[src/hw/rtl/uafmt_pkg.sv]
// ----------------------------------------------------------------------------
// uafmt_pkg
// Shared types, codes and the digit glyph function of the unsigned to ASCII
// formatter.
// ----------------------------------------------------------------------------
package uafmt_pkg;

	localparam logic FUNC_DEC = 1'b0;
	localparam logic FUNC_HEX = 1'b1;

	localparam logic [6:0] ASCII_ZERO = 7'h30;
	localparam logic [6:0] ASCII_UPPER_A = 7'h41;
	localparam logic [3:0] DEC_RADIX = 4'd10;
	localparam logic [3:0] BCD_ADJ_LIMIT = 4'd5;
	localparam logic [3:0] BCD_ADJ = 4'd3;

	typedef struct packed {
		logic func;
		logic [31:0] value;
	} uafmt_req_t;

	typedef struct packed {
		logic [6:0] ascii_char;
		logic last;
	} uafmt_res_t;

	typedef struct packed {
		logic busy;
		logic done;
	} uafmt_dab_stat_t;

	function automatic logic [6:0] uafmt_glyph(input logic [3:0] d);
		logic [6:0] g;
		if (d < DEC_RADIX) begin
			g = ASCII_ZERO + {3'b000, d};
		end else begin
			g = ASCII_UPPER_A + {3'b000, d - DEC_RADIX};
		end
		return g;
	endfunction

endpackage

[src/hw/rtl/unsigned_to_ascii_formatter_top.sv]
// ----------------------------------------------------------------------------
// unsigned_to_ascii_formatter_top
// Unsigned binary to ASCII decimal / upper-case hex text, one character per
// result, leading zeros suppressed, last character flagged.
// ----------------------------------------------------------------------------
// channel   ports                      handshake
// request   start, busy, req           taken when start && !busy
// result    strobe, result             one cycle per character, no stall
//
// Hex: the request loads the digit shifter, which walks one hex digit slot
// (NHEX) per cycle. Decimal: the bit-serial BCD converter takes the
// VALUE_WIDTH bits one per cycle, its done register hands off, then the
// shifter walks the NDEC digit slots. The digit shifter walks every slot,
// suppressed leading zeros included. Results show in the cycle after their
// slot. Reset clears the counters, the flags and the strobe only.
// ----------------------------------------------------------------------------
module unsigned_to_ascii_formatter_top
	import uafmt_pkg::*;
#(
	parameter int VALUE_WIDTH = 32
) (
	input  logic clk,
	input  logic arst_n,
	input  logic start,
	input  uafmt_req_t req,
	output logic busy,
	output logic strobe,
	output uafmt_res_t result
);

	localparam int NDEC = ((VALUE_WIDTH * 1233) >> 12) + 1;
	localparam int NHEX = (VALUE_WIDTH + 3) / 4;
	localparam int NDIG = (NDEC > NHEX) ? NDEC : NHEX;
	localparam int CW = $clog2(NDIG + 1);
	localparam int DEC_PAD = (NDIG - NDEC) * 4;
	localparam int HEX_PAD = (NDIG - NHEX) * 4;

	logic accept;
	logic [VALUE_WIDTH+31:0] val_wide;
	logic [VALUE_WIDTH-1:0] val_w;
	logic [NHEX*4+VALUE_WIDTH-1:0] hex_wide;
	logic [NDIG*4+NHEX*4-1:0] hex_ext;
	logic [NDIG*4+NDEC*4-1:0] dec_ext;
	logic [NDIG*4-1:0] hex_digits;
	logic [NDIG*4-1:0] dec_digits;
	logic [NDEC*4-1:0] bcd;
	uafmt_dab_stat_t dab_stat;
	logic emit_busy;
	logic emit_load;
	logic [NDIG*4-1:0] load_digits;
	logic [CW-1:0] load_cnt;

	assign accept = start && !busy;

	// keep only the low VALUE_WIDTH bits of the request value
	assign val_wide = {{VALUE_WIDTH{1'b0}}, req.value};
	assign val_w = val_wide[VALUE_WIDTH-1:0];

	assign hex_wide = {{NHEX*4{1'b0}}, val_w};
	assign hex_ext = {{NDIG*4{1'b0}}, hex_wide[NHEX*4-1:0]};
	assign hex_digits = hex_ext[NDIG*4-1:0] << HEX_PAD;
	assign dec_ext = {{NDIG*4{1'b0}}, bcd};
	assign dec_digits = dec_ext[NDIG*4-1:0] << DEC_PAD;

	uafmt_dabble #(
		.VALUE_WIDTH(VALUE_WIDTH),
		.NDEC(NDEC)
	) u_dabble (
		.clk(clk),
		.arst_n(arst_n),
		.go(accept && (req.func == FUNC_DEC)),
		.value(val_w),
		.stat(dab_stat),
		.bcd(bcd)
	);

	assign emit_load = (accept && (req.func == FUNC_HEX)) || dab_stat.done;
	assign load_digits = dab_stat.done ? dec_digits : hex_digits;
	assign load_cnt = dab_stat.done ? CW'(NDEC) : CW'(NHEX);

	uafmt_emit #(
		.NDIG(NDIG)
	) u_emit (
		.clk(clk),
		.arst_n(arst_n),
		.load(emit_load),
		.load_digits(load_digits),
		.load_cnt(load_cnt),
		.busy(emit_busy),
		.strobe(strobe),
		.result(result)
	);

	assign busy = dab_stat.busy | emit_busy;

	a_mid_char_busy: assert property (@(posedge clk) disable iff (!arst_n)
		strobe && !result.last |-> busy)
		else $error("non-final character while idle");

	a_last_idle: assert property (@(posedge clk) disable iff (!arst_n)
		strobe && result.last |-> !busy)
		else $error("final character while still busy");

	a_no_early_char: assert property (@(posedge clk) disable iff (!arst_n)
		start && !busy |=> !strobe)
		else $error("character right after request");

	a_glyph_range: assert property (@(posedge clk) disable iff (!arst_n)
		strobe |-> ((result.ascii_char >= 7'h30 && result.ascii_char <= 7'h39) ||
			(result.ascii_char >= 7'h41 && result.ascii_char <= 7'h46)))
		else $error("character outside digit set");

endmodule

[src/hw/rtl/uafmt_dabble.sv]
// ----------------------------------------------------------------------------
// uafmt_dabble
// Bit-serial binary to BCD converter (shift and add-3), one value bit per
// cycle, MSB first.
// ----------------------------------------------------------------------------
module uafmt_dabble
	import uafmt_pkg::*;
#(
	parameter int VALUE_WIDTH = 32,
	parameter int NDEC = 10
) (
	input  logic clk,
	input  logic arst_n,
	input  logic go,
	input  logic [VALUE_WIDTH-1:0] value,
	output uafmt_dab_stat_t stat,
	output logic [NDEC*4-1:0] bcd
);

	localparam int BW = $clog2(VALUE_WIDTH + 1);

	logic [BW-1:0] bcnt_q;
	logic done_q;
	logic [VALUE_WIDTH-1:0] val_q;
	logic [NDEC*4-1:0] bcd_q;
	logic [NDEC*4-1:0] adj;

	// every digit cell corrects itself before the shift
	always_comb begin
		for (int i = 0; i < NDEC; i++) begin
			if (bcd_q[i*4 +: 4] >= BCD_ADJ_LIMIT) begin
				adj[i*4 +: 4] = bcd_q[i*4 +: 4] + BCD_ADJ;
			end else begin
				adj[i*4 +: 4] = bcd_q[i*4 +: 4];
			end
		end
	end

	always_ff @(posedge clk or negedge arst_n) begin
		if (!arst_n) begin
			bcnt_q <= '0;
			done_q <= 1'b0;
		end else begin
			done_q <= (bcnt_q == BW'(1));
			if (go) begin
				bcnt_q <= BW'(VALUE_WIDTH);
			end else if (bcnt_q != '0) begin
				bcnt_q <= bcnt_q - BW'(1);
			end
		end
	end

	always_ff @(posedge clk) begin
		if (go) begin
			val_q <= value;
			bcd_q <= '0;
		end else if (bcnt_q != '0) begin
			val_q <= val_q << 1;
			bcd_q <= {adj[NDEC*4-2:0], val_q[VALUE_WIDTH-1]};
		end
	end

	assign stat.busy = (bcnt_q != '0) | done_q;
	assign stat.done = done_q;
	assign bcd = bcd_q;

endmodule

[src/hw/rtl/uafmt_emit.sv]
// ----------------------------------------------------------------------------
// uafmt_emit
// Digit shift register: sends one digit per cycle MSB first as ASCII,
// dropping leading zeros and flagging the final digit.
// ----------------------------------------------------------------------------
module uafmt_emit
	import uafmt_pkg::*;
#(
	parameter int NDIG = 10
) (
	input  logic clk,
	input  logic arst_n,
	input  logic load,
	input  logic [NDIG*4-1:0] load_digits,
	input  logic [$clog2(NDIG+1)-1:0] load_cnt,
	output logic busy,
	output logic strobe,
	output uafmt_res_t result
);

	localparam int CW = $clog2(NDIG + 1);

	logic [NDIG*4-1:0] dig_q;
	logic [CW-1:0] cnt_q;
	logic seen_q;
	logic strobe_q;
	uafmt_res_t res_q;
	logic [3:0] d;
	logic is_last;
	logic show;

	assign d = dig_q[NDIG*4-1 -: 4];
	assign is_last = (cnt_q == CW'(1));
	assign show = (cnt_q != '0) && ((d != 4'd0) || seen_q || is_last);

	always_ff @(posedge clk or negedge arst_n) begin
		if (!arst_n) begin
			cnt_q <= '0;
			seen_q <= 1'b0;
			strobe_q <= 1'b0;
		end else begin
			strobe_q <= show;
			if (load) begin
				cnt_q <= load_cnt;
				seen_q <= 1'b0;
			end else if (cnt_q != '0) begin
				cnt_q <= cnt_q - CW'(1);
				seen_q <= seen_q | (d != 4'd0);
			end
		end
	end

	always_ff @(posedge clk) begin
		if (load) begin
			dig_q <= load_digits;
		end else if (cnt_q != '0) begin
			dig_q <= dig_q << 4;
		end
		res_q.ascii_char <= uafmt_glyph(d);
		res_q.last <= is_last;
	end

	assign busy = (cnt_q != '0);
	assign strobe = strobe_q;
	assign result = res_q;

endmodule
[config.mk]
export PLATFORM = sky130hd
export DESIGN_NAME = unsigned_to_ascii_formatter_top
export DESIGN_NICKNAME = d
export VERILOG_FILES = /design/src/hw/rtl/uafmt_pkg.sv /design/src/hw/rtl/unsigned_to_ascii_formatter_top.sv /design/src/hw/rtl/uafmt_dabble.sv /design/src/hw/rtl/uafmt_emit.sv
export SDC_FILE = /design/constraint.sdc
export NUM_CORES = 1
export LEC_CHECK = 0
export BUFFER_PORTS_ARGS = -buffer_cell sky130_fd_sc_hd__buf_2
export CORE_MARGIN = 3
export CORE_UTILIZATION = 30
export CTS_CLUSTER_DIAMETER = 50
export DETAILED_ROUTE_END_ITERATION = 16
export MAX_ROUTING_LAYER = met4
export PLACE_DENSITY = 0.58
export SYNTH_ARGS = -nofsm -noshare
export SYNTH_HDL_FRONTEND = slang
export SYNTH_SLANG_ARGS = --single-unit
[constraint.sdc]
create_clock -name clk -period 2.8 [get_ports clk]
set_clock_uncertainty 0.15 [all_clocks]
set_input_delay 0.56 -clock clk [delete_from_list [all_inputs] [get_ports clk]]
set_output_delay 0.56 -clock clk [all_outputs]
set_load 0.05 [all_outputs]
== Word-level counts from Yosys, hierarchy flattened ==
Cells that the tools add are included.
Word-level totals
  bits in registers: 133
  bits of input ports: 36
  output and inout port bits: 10
  word-level logic and storage cells: 78
Cells by class
  add/subtract/negate cells: 15
  magnitude comparators: 11
  equal/unequal tests: 2
  muxes and demuxes: 23
  bitwise operators: 4
  reductions and logical operators: 13
Operators with widths (number)
  40-bit 2-to-1 mux: 3
  32-bit 2-to-1 mux: 2
  4-bit 2-to-1 mux: 11
  4-bit by 3-bit >= comparator with 1-bit output (second input constant): 10
  4-bit by 2-bit adder with 4-bit output (second input constant): 9
  6-bit 2-to-1 mux: 2
  4-bit nonzero test: 2
  6-bit by 4-bit adder with 7-bit output (first input constant): 1
  7-bit by 4-bit adder with 7-bit output (first input constant): 1
  7-bit 2-to-1 mux: 1
  6-bit by 1-bit equality test with 1-bit output (second input constant): 1
  6-bit nonzero test: 1
  6-bit by 1-bit subtractor with 6-bit output (second input constant): 1
  4-bit by 1-bit equality test with 1-bit output (second input constant): 1
  1-bit logical AND: 4
  4-bit less-than comparator (second input constant): 1
  2-bit nonzero test: 2
  4-bit by 1-bit subtractor with 4-bit output (second input constant): 1
  4-bit subtractor (second input constant): 1
  3-bit by 2-bit adder with 3-bit output (second input constant): 1
  1-bit logical OR: 3
  3-bit 2-to-1 mux: 1
  1-bit OR: 3
  1-bit 2-to-1 mux: 2
  other kinds (3): 3

== Longest topological paths before layout ==
Gate-level depths: netlist of the first run.
  depth after elaboration: 8
  depth in mapped cells: 8
  mapped depth without buffers: 7

== Cells and area by module ==
From an unflattened synthesis of the first run, not the netlist that was laid out.
Unflattened totals
  cell total of the unflattened synthesis: 647
  area total of the unflattened synthesis: 7101.8 µm²
By module, submodules not included
  uafmt_dabble: instances 1, cells each 453, area each 4331.7 µm², seq. area each 1936.9 µm²
  uafmt_emit: instances 1, cells each 144, area each 2299.7 µm², seq. area each 1511.4 µm²
  unsigned_to_ascii_formatter_top: instances 1, cells each 50, area each 470.5 µm², seq. area each 0.0 µm²

== Worst setup path before layout of the first run ==
Ideal clock, no wire load.
  path type: register -> register
  start point: register u_dabble.bcnt_q[2]
  end point: register u_emit.dig_q[0] (enable)
  library setup time: 0.398 ns
  arrival: 2.138 ns
  data required time: 2.252 ns
  slack: 0.114 ns
  stages on the path, launching flop included: 5
  buffers on the path: 1
  clock period less this slack: 2.686 ns
  path through: dfrtp_1 or3_1 clkbuf_1 or2_2 nand2_1
On the way
  cells in the longest elaborated chain, start to end: 8
Ends and longest elaborated chain
  start, declared: RTL line uafmt_dabble.sv:22  | logic [BW-1:0] bcnt_q;
  start signal, assigned: RTL line uafmt_dabble.sv:46  | bcnt_q <= BW'(VALUE_WIDTH);
  start signal, assigned: RTL line uafmt_dabble.sv:48  | bcnt_q <= bcnt_q - BW'(1);
  6-bit nonzero test: RTL line uafmt_dabble.sv:63  | assign stat.busy = (bcnt_q != '0) | done_q;
  1-bit OR: RTL line uafmt_dabble.sv:63
  1-bit OR: RTL line unsigned_to_ascii_formatter_top.sv:94  | assign busy = dab_stat.busy | emit_busy;
  1-bit logical NOT: RTL line unsigned_to_ascii_formatter_top.sv:53  | assign accept = start && !busy;
  1-bit logical AND: RTL line unsigned_to_ascii_formatter_top.sv:53
  1-bit logical AND: RTL line unsigned_to_ascii_formatter_top.sv:77  | assign emit_load = (accept && (req.func == FUNC_HEX)) || dab_stat.done;
  1-bit logical OR: RTL line unsigned_to_ascii_formatter_top.sv:77
  2-bit nonzero test (no line)
  end signal, assigned: RTL line uafmt_emit.sv:55  | dig_q <= load_digits;
  end signal, assigned: RTL line uafmt_emit.sv:57  | dig_q <= dig_q << 4;
  end, declared: RTL line uafmt_emit.sv:23  | logic [NDIG*4-1:0] dig_q;
No other way between the ends.
A chain may end at the register's enable or synchronous reset.

== Worst setup path in the final report of the first run ==
  start point: register u_dabble.bcnt_q[2]
  end point: output port busy
On the way
  cells in the longest elaborated chain, start to end: 3
Ends and longest elaborated chain
  6-bit nonzero test: RTL line uafmt_dabble.sv:63
  1-bit OR: RTL line uafmt_dabble.sv:63
  1-bit OR: RTL line unsigned_to_ascii_formatter_top.sv:94
  end, declared: RTL line unsigned_to_ascii_formatter_top.sv:26  | output logic busy,
No other way between the ends.

==> out/metrics.yaml, run 1 <==
cts_made_buffers: 17
overall_routing_resource_usage_pct: 12.3
cts_buffer_depth: 2
synthDistinctLibCells: 44
floorplan.die_area_um2: 23000
cellLeakagePower_nw: 2.83
crit_path_cell_trace: "or3_1 -> nor2_4 -> nand2_1 -> buf_2"
clkSlewWorstSetupHoldPaths_ps: 60
synthFlopType: "sky130_fd_sc_hd__edfxtp_1"
critical_path_cell_count: 4
ioPinCount: 46
yosys.area.top_type: "sky130_fd_sc_hd__edfxtp_1"
worst_ep_arrival_time_ps: 1880
max_cap_viols: 0
worstPathMaxFanout: 5
critPathBufInv: 1
drtIter0Drc: 217
setup_viol: 0
ant_nets: 0
first_global_vias: 4401
timing_hold_violations_final: 0
die_height_um: 152
design.core.area_um2: 20500
period_minus_slack_ps: 2590
critPathRequiredTime_ps: 2090
synth_seq_cells: 133
synth.yosys.seq_area_share_pct: 54.3
path_delay_family: "simple AND/OR/NAND/NOR gates"
detailroute.via_count: 4250
area_growth_syn_to_layout_pct: 17.6
synthesis.area_um2: 6350
worst-slew-pin-transition_ps: 870
number_of_iterations_in_the_first_detailed_routing_pass: 5
fmaxAchievable_mhz: 386
count_of_buffers_added_by_post_cts_timing_repair_for_setup: 0
dpl.hpwl_um: 9170
clock_latency_ps: 410
std_cell_rows: 52
floorplan.initialDensity_pct: 31.0
rsz0062_at_grt: "no"
postSynthAreaPerCell_um2: 11.5
worst_path_max_delay_cell: "sky130_fd_sc_hd__or3_1"
min_period_over_period_pct: 92.5
final_layout_size_suffix_gt1_share_pct: 14.5
cts_tree: "yes"
h_tree_levels: 4
globalRoute.totalOverflow: 0
r2r_cells: 7
grt_antenna_before_repair: 0
finalWirelength_um: 13100
postSynth.asyncResetShare_pct: 9.77
finalMaxSlewViolations: 0
post-place-cells: 851
slew_headroom_pct: 41.9
path_class: "reg -> out"
cts-root-buf: "sky130_fd_sc_hd__clkbuf_16"
fin_nets: 667
fin_cells: 884
die-width_um: 152
hold_path_depth: 3
mappedNetlistNets: 616
diodes: 0
pin_count_of_the_biggest_net_entering_global_routing: 63
port_buffers: 45
first_pass_grt_wire_length_um: 21600
timing.hold.worst.class: "in -> reg"
power_density_nw_per_um2: 680
routability_congestion_estimate_from_global_placement: 0.754
max_stage_delay_ps: 530
synth.top_cells.by_count: "72 x sky130_fd_sc_hd__edfxtp_1, 52 x sky130_fd_sc_hd__nand2_1, 48 x sky130_fd_sc_hd__dfxtp_1, 42 x sky130_fd_sc_hd__mux2i_1, 35 x sky130_fd_sc_hd__o21ai_1"
synth.most_common_cell: "sky130_fd_sc_hd__edfxtp_1"
post_drt_via_cell_ratio: 4.81
wl_per_cell_um: 14.8
netlist.area_leader.share_pct: 34.0
synth-edff-count: 72
clkSinkCount: 133
setup_tns_ps: 0
setup.worst_path.end_class: "output pin"
synthTopCellsByArea: "sky130_fd_sc_hd__edfxtp_1 34%, sky130_fd_sc_hd__dfxtp_1 15%, sky130_fd_sc_hd__mux2i_1 6.6%, sky130_fd_sc_hd__ha_1 5.9%, sky130_fd_sc_hd__mux2_1 5.3%"
status: "finished clean"
synthesis.instances: 550
worst_ir_drop_vdd_v: 0.000250
synthesis.yosys.warnings: 0
drt_drc_violations_left: 0
timing.critical_path.from_type: "flip-flop"
## final timing paths
check                                     end  slack, ps               start
min in group asynchronous  u_dabble.bcnt_q[1]        420              arst_n
max reg2reg                u_dabble.val_q[14]        280     u_emit.cnt_q[1]
max in group asynchronous     u_dabble.done_q       1810              arst_n
min                          u_emit.dig_q[11]        300              req[3]
max                                      busy        210  u_dabble.bcnt_q[2]
min reg2reg                     u_emit.strobe        360       u_emit.seen_q
## power breakdown
group	switching (mW)	internal, mW
registers	0.120	2.26
clock network	0.768	1.24
logic	0.388	0.309
total	1.28	3.81
## cell usage in the layout (no fill, tap or decap), drive strengths merged, types with 27 or more instances in the layout
master / count
edfxtp: 72
buf: 57
nand2: 52
o21ai: 52
dfxtp: 48
mux2i: 42
inv: 32
mux2: 31
ha: 30
clkbuf: 27
## per-stage QoR
step	instance area (µm²)	power [mW]	hold slack, ps	util (%)	setup WS, ps
6_report	7470	5.08	295	36.5	210
5_1_grt	7470	5.34	289	36.5	95.4
4_1_cts	7470	5.15	276	36.4	121
3_5_place_dp	6930	3.12	316	33.8	290
3_3_place_gp	6930	3.07	314	33.8	357
2_1_floorplan	6350	2.91	114	-	114
## final cells by class
type                            instances  area [µm²]
Timing Repair Buffer                   58         363
Fill cell                            1997       13000
Clock buffer                           27         473
Inverter                               32         120
Multi-Input combinational cell        359        2680
Tap cell                              270         338
Clock inverter                          5        53.8
Sequential cell                       133        3450
## state kept, by name, summed over array words and instances (netlist names)
signal and cells:
u_emit.seen_q 1, u_emit.strobe 1, u_dabble.done_q 1, u_dabble.bcnt_q 6, u_emit.dig_q 40, u_dabble.bcd 40
u_emit.result 8, u_emit.cnt_q 4, u_dabble.val_q 32
## cell families after synthesis
| kind of cell | count (synthesis) | share of synthesized area [%] |
|---|---|---|
| flops | 133 | 54.3 |
| compound gates | 131 | 12.7 |
| simple gates | 110 | 9.10 |
| mux | 73 | 12.1 |
| buf+inv | 58 | 3.78 |
| fa+ha+maj | 30 | 5.91 |
| xor+xnor | 15 | 2.07 |
## timing repair
item,CTS,global route
endpoints found under the hold margin,13,0
gates resized for setup,0,1
endpoints found under the setup margin,0,1
hold buffers,1,0
## metal layers
metal / wire length (µm) / share of wire [%] / track usage [%]
met4: 163 / 1.2 / 4.27
met2: 6230 / 48 / 19.8
met5: 0 / 0 / -
met3: 558 / 4.3 / 3.21
met1: 6140 / 47 / 15.2
## worst reg2reg max path: stages (launching register included)
cell and delay (ps):
sky130_fd_sc_hd__dfrtp_1 390, sky130_fd_sc_hd__inv_1 110, sky130_fd_sc_hd__ha_1 210, sky130_fd_sc_hd__or4b_4 510, sky130_fd_sc_hd__nor2_1 170, sky130_fd_sc_hd__nand2_1 70, sky130_fd_sc_hd__buf_4 270, sky130_fd_sc_hd__mux2_1 380
No activity file was read; power rests on OpenSTA's default activity.
==> run 2, diff against run 1 <==
--- a/config.mk
+++ b/config.mk
@@ -5,13 +5,15 @@
 export SDC_FILE = /design/constraint.sdc
 export NUM_CORES = 1
 export LEC_CHECK = 0
+export ABC_AREA = 1
 export BUFFER_PORTS_ARGS = -buffer_cell sky130_fd_sc_hd__buf_2
 export CORE_MARGIN = 3
 export CORE_UTILIZATION = 30
 export CTS_CLUSTER_DIAMETER = 50
 export DETAILED_ROUTE_END_ITERATION = 16
 export MAX_ROUTING_LAYER = met4
-export PLACE_DENSITY = 0.58
+export PLACE_DENSITY = 0.56
+export RECOVER_POWER = 100
 export SYNTH_ARGS = -nofsm -noshare
 export SYNTH_HDL_FRONTEND = slang
 export SYNTH_SLANG_ARGS = --single-unit
==> constraint.sdc (replaced) <==
create_clock -name clk -period 2.6 [get_ports clk]
set_clock_uncertainty 0.15 [all_clocks]
set_input_delay 0.52 -clock clk [delete_from_list [all_inputs] [get_ports clk]]
set_output_delay 0.52 -clock clk [all_outputs]
set_load 0.05 [all_outputs]
==> run 2 against run 1 <==
  * Sequential cell count did not move
  * Non-clock buffer count rose by 3
  * Power rose by 91%
  * Design area rose by 6.8%
  * Setup slack got worse by 54 ps
  * Final cell count rose by 37%
  * Critical endpoint unchanged
==> out/metrics.yaml, run 2 <==
status: "finished clean"  # unchanged
post_drt_via_cell_ratio: 4.59  # was 4.81
cts_resized: 0  # unchanged
wl_per_cell_um: 13.3  # was 14.8 µm
worst_r2r_startpoint: "u_dabble.bcnt_q[0]"  # was u_emit.cnt_q[1]
drtIter0Drc: 396  # was 217
synth.most_common_cell: "sky130_fd_sc_hd__nand2_1"  # was sky130_fd_sc_hd__edfxtp_1
first_global_vias: 5139  # was 4401
clkSinkCount: 133  # unchanged
postSynthAreaPerCell_um2: 7.93  # was 11.5 µm²
worstPathMaxFanout: 4  # was 5
std_cell_rows: 54  # was 52
first_pass_grt_wire_length_um: 26200  # was 21600 µm
count_of_buffers_added_by_post_cts_timing_repair_for_setup: 0  # unchanged
min_period_over_period_pct: 94.0
finalMaxSlewViolations: 0  # unchanged
postSynth.asyncResetShare_pct: 9.77  # unchanged
mappedNetlistNets: 938  # was 616
rsz0062_at_grt: "no"  # unchanged
drt_drc_violations_left: 0  # unchanged
clkSlewWorstSetupHoldPaths_ps: 50  # was 60 ps
worst_ep_arrival_time_ps: 1770  # was 1880 ps
setup.worst_path.end_class: "output pin"  # unchanged
ioPinCount: 46  # unchanged
yosys.area.top_type: "sky130_fd_sc_hd__edfxtp_1"  # unchanged
cts_tree: "yes"  # unchanged
globalRoute.totalOverflow: 0  # unchanged
final_layout_size_suffix_gt1_share_pct: 8.94  # was 14.5%
synth.top_cells.by_count: "270 x sky130_fd_sc_hd__nand2_1, 120 x sky130_fd_sc_hd__inv_1, 105 x sky130_fd_sc_hd__o21ai_0, 86 x sky130_fd_sc_hd__nand3_1, 72 x sky130_fd_sc_hd__edfxtp_1"  # was 72 x sky130_fd_sc_hd__edfxtp_1, 52 x sky130_fd_sc_hd__nand2_1, 48 x sky130_fd_sc_hd__dfxtp_1, 42 x sky130_fd_sc_hd__mux2i_1, 35 x sky130_fd_sc_hd__o21ai_1
cts-root-buf: "sky130_fd_sc_hd__clkbuf_16"  # unchanged
timing_hold_violations_final: 0  # unchanged
synthesis.yosys.warnings: 0  # unchanged
diodes: 0  # unchanged
cts_buffer_depth: 2  # unchanged
period_minus_slack_ps: 2440
die-width_um: 158  # was 152 µm
synth.yosys.seq_area_share_pct: 49.8  # was 54.3%
fin_nets: 981  # was 667
clock_latency_ps: 420  # was 410 ps
synthDistinctLibCells: 28  # was 44
synth-edff-count: 72  # unchanged
floorplan.initialDensity_pct: 31.1  # was 31.0%
grt_antenna_before_repair: 0  # unchanged
h_tree_levels: 4  # unchanged
max_cap_viols: 0  # unchanged
cts_made_buffers: 17  # unchanged
pin_count_of_the_biggest_net_entering_global_routing: 74  # was 63
timing.hold.worst.class: "in -> reg"  # unchanged
port_buffers: 45  # unchanged
ant_nets: 0  # unchanged
dpl.hpwl_um: 11200  # was 9170 µm
area_growth_syn_to_layout_pct: 15.4  # was 17.6%
design_area_um2: 7980  # was 7470 µm²
final.setup.worst_slack_ps: 156  # was 210 ps
setup_tns_ps: 0  # unchanged
worst_ir_drop_vdd_v: 0.000558  # was 0.000250 V
post-place-cells: 1175  # was 851
path_class: "reg -> out"  # unchanged
netlist.area_leader.share_pct: 31.2  # was 34.0%
detailroute.via_count: 5544  # was 4250
worst-slew-pin-transition_ps: 766  # was 870 ps
total_design_power_mw: 9.70  # was 5.08 mW
synthTopCellsByArea: "sky130_fd_sc_hd__edfxtp_1 31%, sky130_fd_sc_hd__nand2_1 15%, sky130_fd_sc_hd__dfxtp_1 14%, sky130_fd_sc_hd__o21ai_0 7.6%, sky130_fd_sc_hd__inv_1 6.5%"  # was sky130_fd_sc_hd__edfxtp_1 34%, sky130_fd_sc_hd__dfxtp_1 15%, sky130_fd_sc_hd__mux2i_1 6.6%, sky130_fd_sc_hd__ha_1 5.9%, sky130_fd_sc_hd__mux2_1 5.3%
routability_congestion_estimate_from_global_placement: 0.824  # was 0.754
timing.critical_path.from_type: "flip-flop"  # unchanged
floorplan.die_area_um2: 24900  # was 23000 µm²
setup_viol: 0  # unchanged
design.core.area_um2: 22200  # was 20500 µm²
post-place-ws_ps: 387  # was 290 ps
crit_path_start: "u_emit.cnt_q[0]"  # was u_dabble.bcnt_q[2]
most_common_cell_after_layout_fill_and_taps_aside: "sky130_fd_sc_hd__nand2_1"  # was sky130_fd_sc_hd__edfxtp_1
number_of_iterations_in_the_first_detailed_routing_pass: 5  # unchanged
die_height_um: 158  # was 152 µm
synth_seq_cells: 133  # unchanged
synthesis.instances: 872  # was 550
critPathRequiredTime_ps: 1930  # was 2090 ps
synthFlopType: "sky130_fd_sc_hd__edfxtp_1"  # unchanged
overall_routing_resource_usage_pct: 13.8  # was 12.3%
power_density_nw_per_um2: 1220  # was 680 nW/µm²
num-fill-cells: 2292  # was 1997
fmaxAchievable_mhz: 409
placement.cell_area_um2: 7470  # was 6930 µm²
synthesis.area_um2: 6920  # was 6350 µm²
slew_headroom_pct: 48.9  # was 41.9%
min-delay-start: "req[0]"  # was req[3]
finalWirelength_um: 16100  # was 13100 µm
cellLeakagePower_nw: 3.89  # was 2.83 nW
fin_cells: 1208  # was 884
mostFrequentLayoutCells: "270 x sky130_fd_sc_hd__nand2_1, 120 x sky130_fd_sc_hd__inv_1, 108 x sky130_fd_sc_hd__o21ai_0, 88 x sky130_fd_sc_hd__nand3_1, 72 x sky130_fd_sc_hd__edfxtp_1"  # was 72 x sky130_fd_sc_hd__edfxtp_1, 52 x sky130_fd_sc_hd__nand2_1, 48 x sky130_fd_sc_hd__dfxtp_1, 45 x sky130_fd_sc_hd__buf_2, 42 x sky130_fd_sc_hd__mux2i_1
[run 2: cell count changes in the layout (fill, tap and decap cells not counted), sizes merged, moves of 34 or more]
cell   before  now
nand2      52  271
inv        32  120
o21ai      52  109
mux2i      42    0
nor2        7   41
nand3       3   89
[run 2: final timing paths]
check | endpoint | slack (ps) | cells past startpoint
min | u_dabble.val_q[0] | 310 | 3
max | busy | 160 | 6
min reg2reg | u_emit.result[4] | 310 | 2
min in group asynchronous | u_dabble.bcnt_q[4] | 540 | 2
max reg2reg | u_dabble.val_q[13] | 240 | 7
max in group asynchronous | u_dabble.done_q | 1230 | 2
[run 2: area by class of cell]
| cell class | instances | area (µm²) | area share (%) |
|---|---|---|---|
| tap | 280 | 350 | 4.39 |
| clock inverter | 12 | 136 | 1.71 |
| inverter | 122 | 458 | 5.74 |
| sequential | 133 | 3450 | 43.2 |
| timing repair buffer | 61 | 333 | 4.17 |
| clock buffer | 20 | 447 | 5.59 |
| multi-input combinational | 580 | 2810 | 35.2 |
[run 2: power by group]
part / leakage (nW) / switching (mW) / total [mW] / internal, mW
Sequential: 1.32 / 0.601 / 3.86 / 3.26
Clock: 0.282 / 0.883 / 2.40 / 1.51
Combinational: 2.29 / 2.18 / 3.45 / 1.27
Total: 3.89 / 3.66 / 9.70 / 6.04
[run 2: timing repair]
item                       CTS  global route
hold buffers                 1             0
setup endpoints to repair    0             0
hold endpoints to repair    13             0
[run 2: kinds of logic after synthesis]
family / share of synthesized area (%)
compound gates: 9.37
xor+xnor: 0.759
fa+ha+maj: 5.42
buf+inv: 9.35
flops: 49.8
simple gates: 25.3
[run 2: worst max-delay path: stages (launching register included)]
cell                      delay [ps]
sky130_fd_sc_hd__dfrtp_1         390
sky130_fd_sc_hd__inv_1           130
sky130_fd_sc_hd__ha_1            220
sky130_fd_sc_hd__nand3_1         160
sky130_fd_sc_hd__nor2_4          180
sky130_fd_sc_hd__inv_1            60
sky130_fd_sc_hd__buf_2           210
[run 2: routing by layer]
layer | track usage [%] | part of all wire (%) | vias to the layer above | routed length [µm]
li1 | - | - | 2896 | -
met1 | 19.5 | 51 | 2527 | 8240
met2 | 19.7 | 43 | 105 | 7010
met3 | 2.32 | 3.7 | 16 | 592
met4 | 5.54 | 1.7 | 0 | 279
met5 | - | 0 | - | 0
[run 2: metrics by stage]
| stage | util [%] | hold slack [ps] |
|---|---|---|
| after floorplan | - | 74.4 |
| after global placement | 33.6 | 286 |
| after detailed placement | 33.6 | 286 |
| after CTS | 36.3 | 300 |
| after global routing | 35.9 | 310 |
| final | 35.9 | 307 |
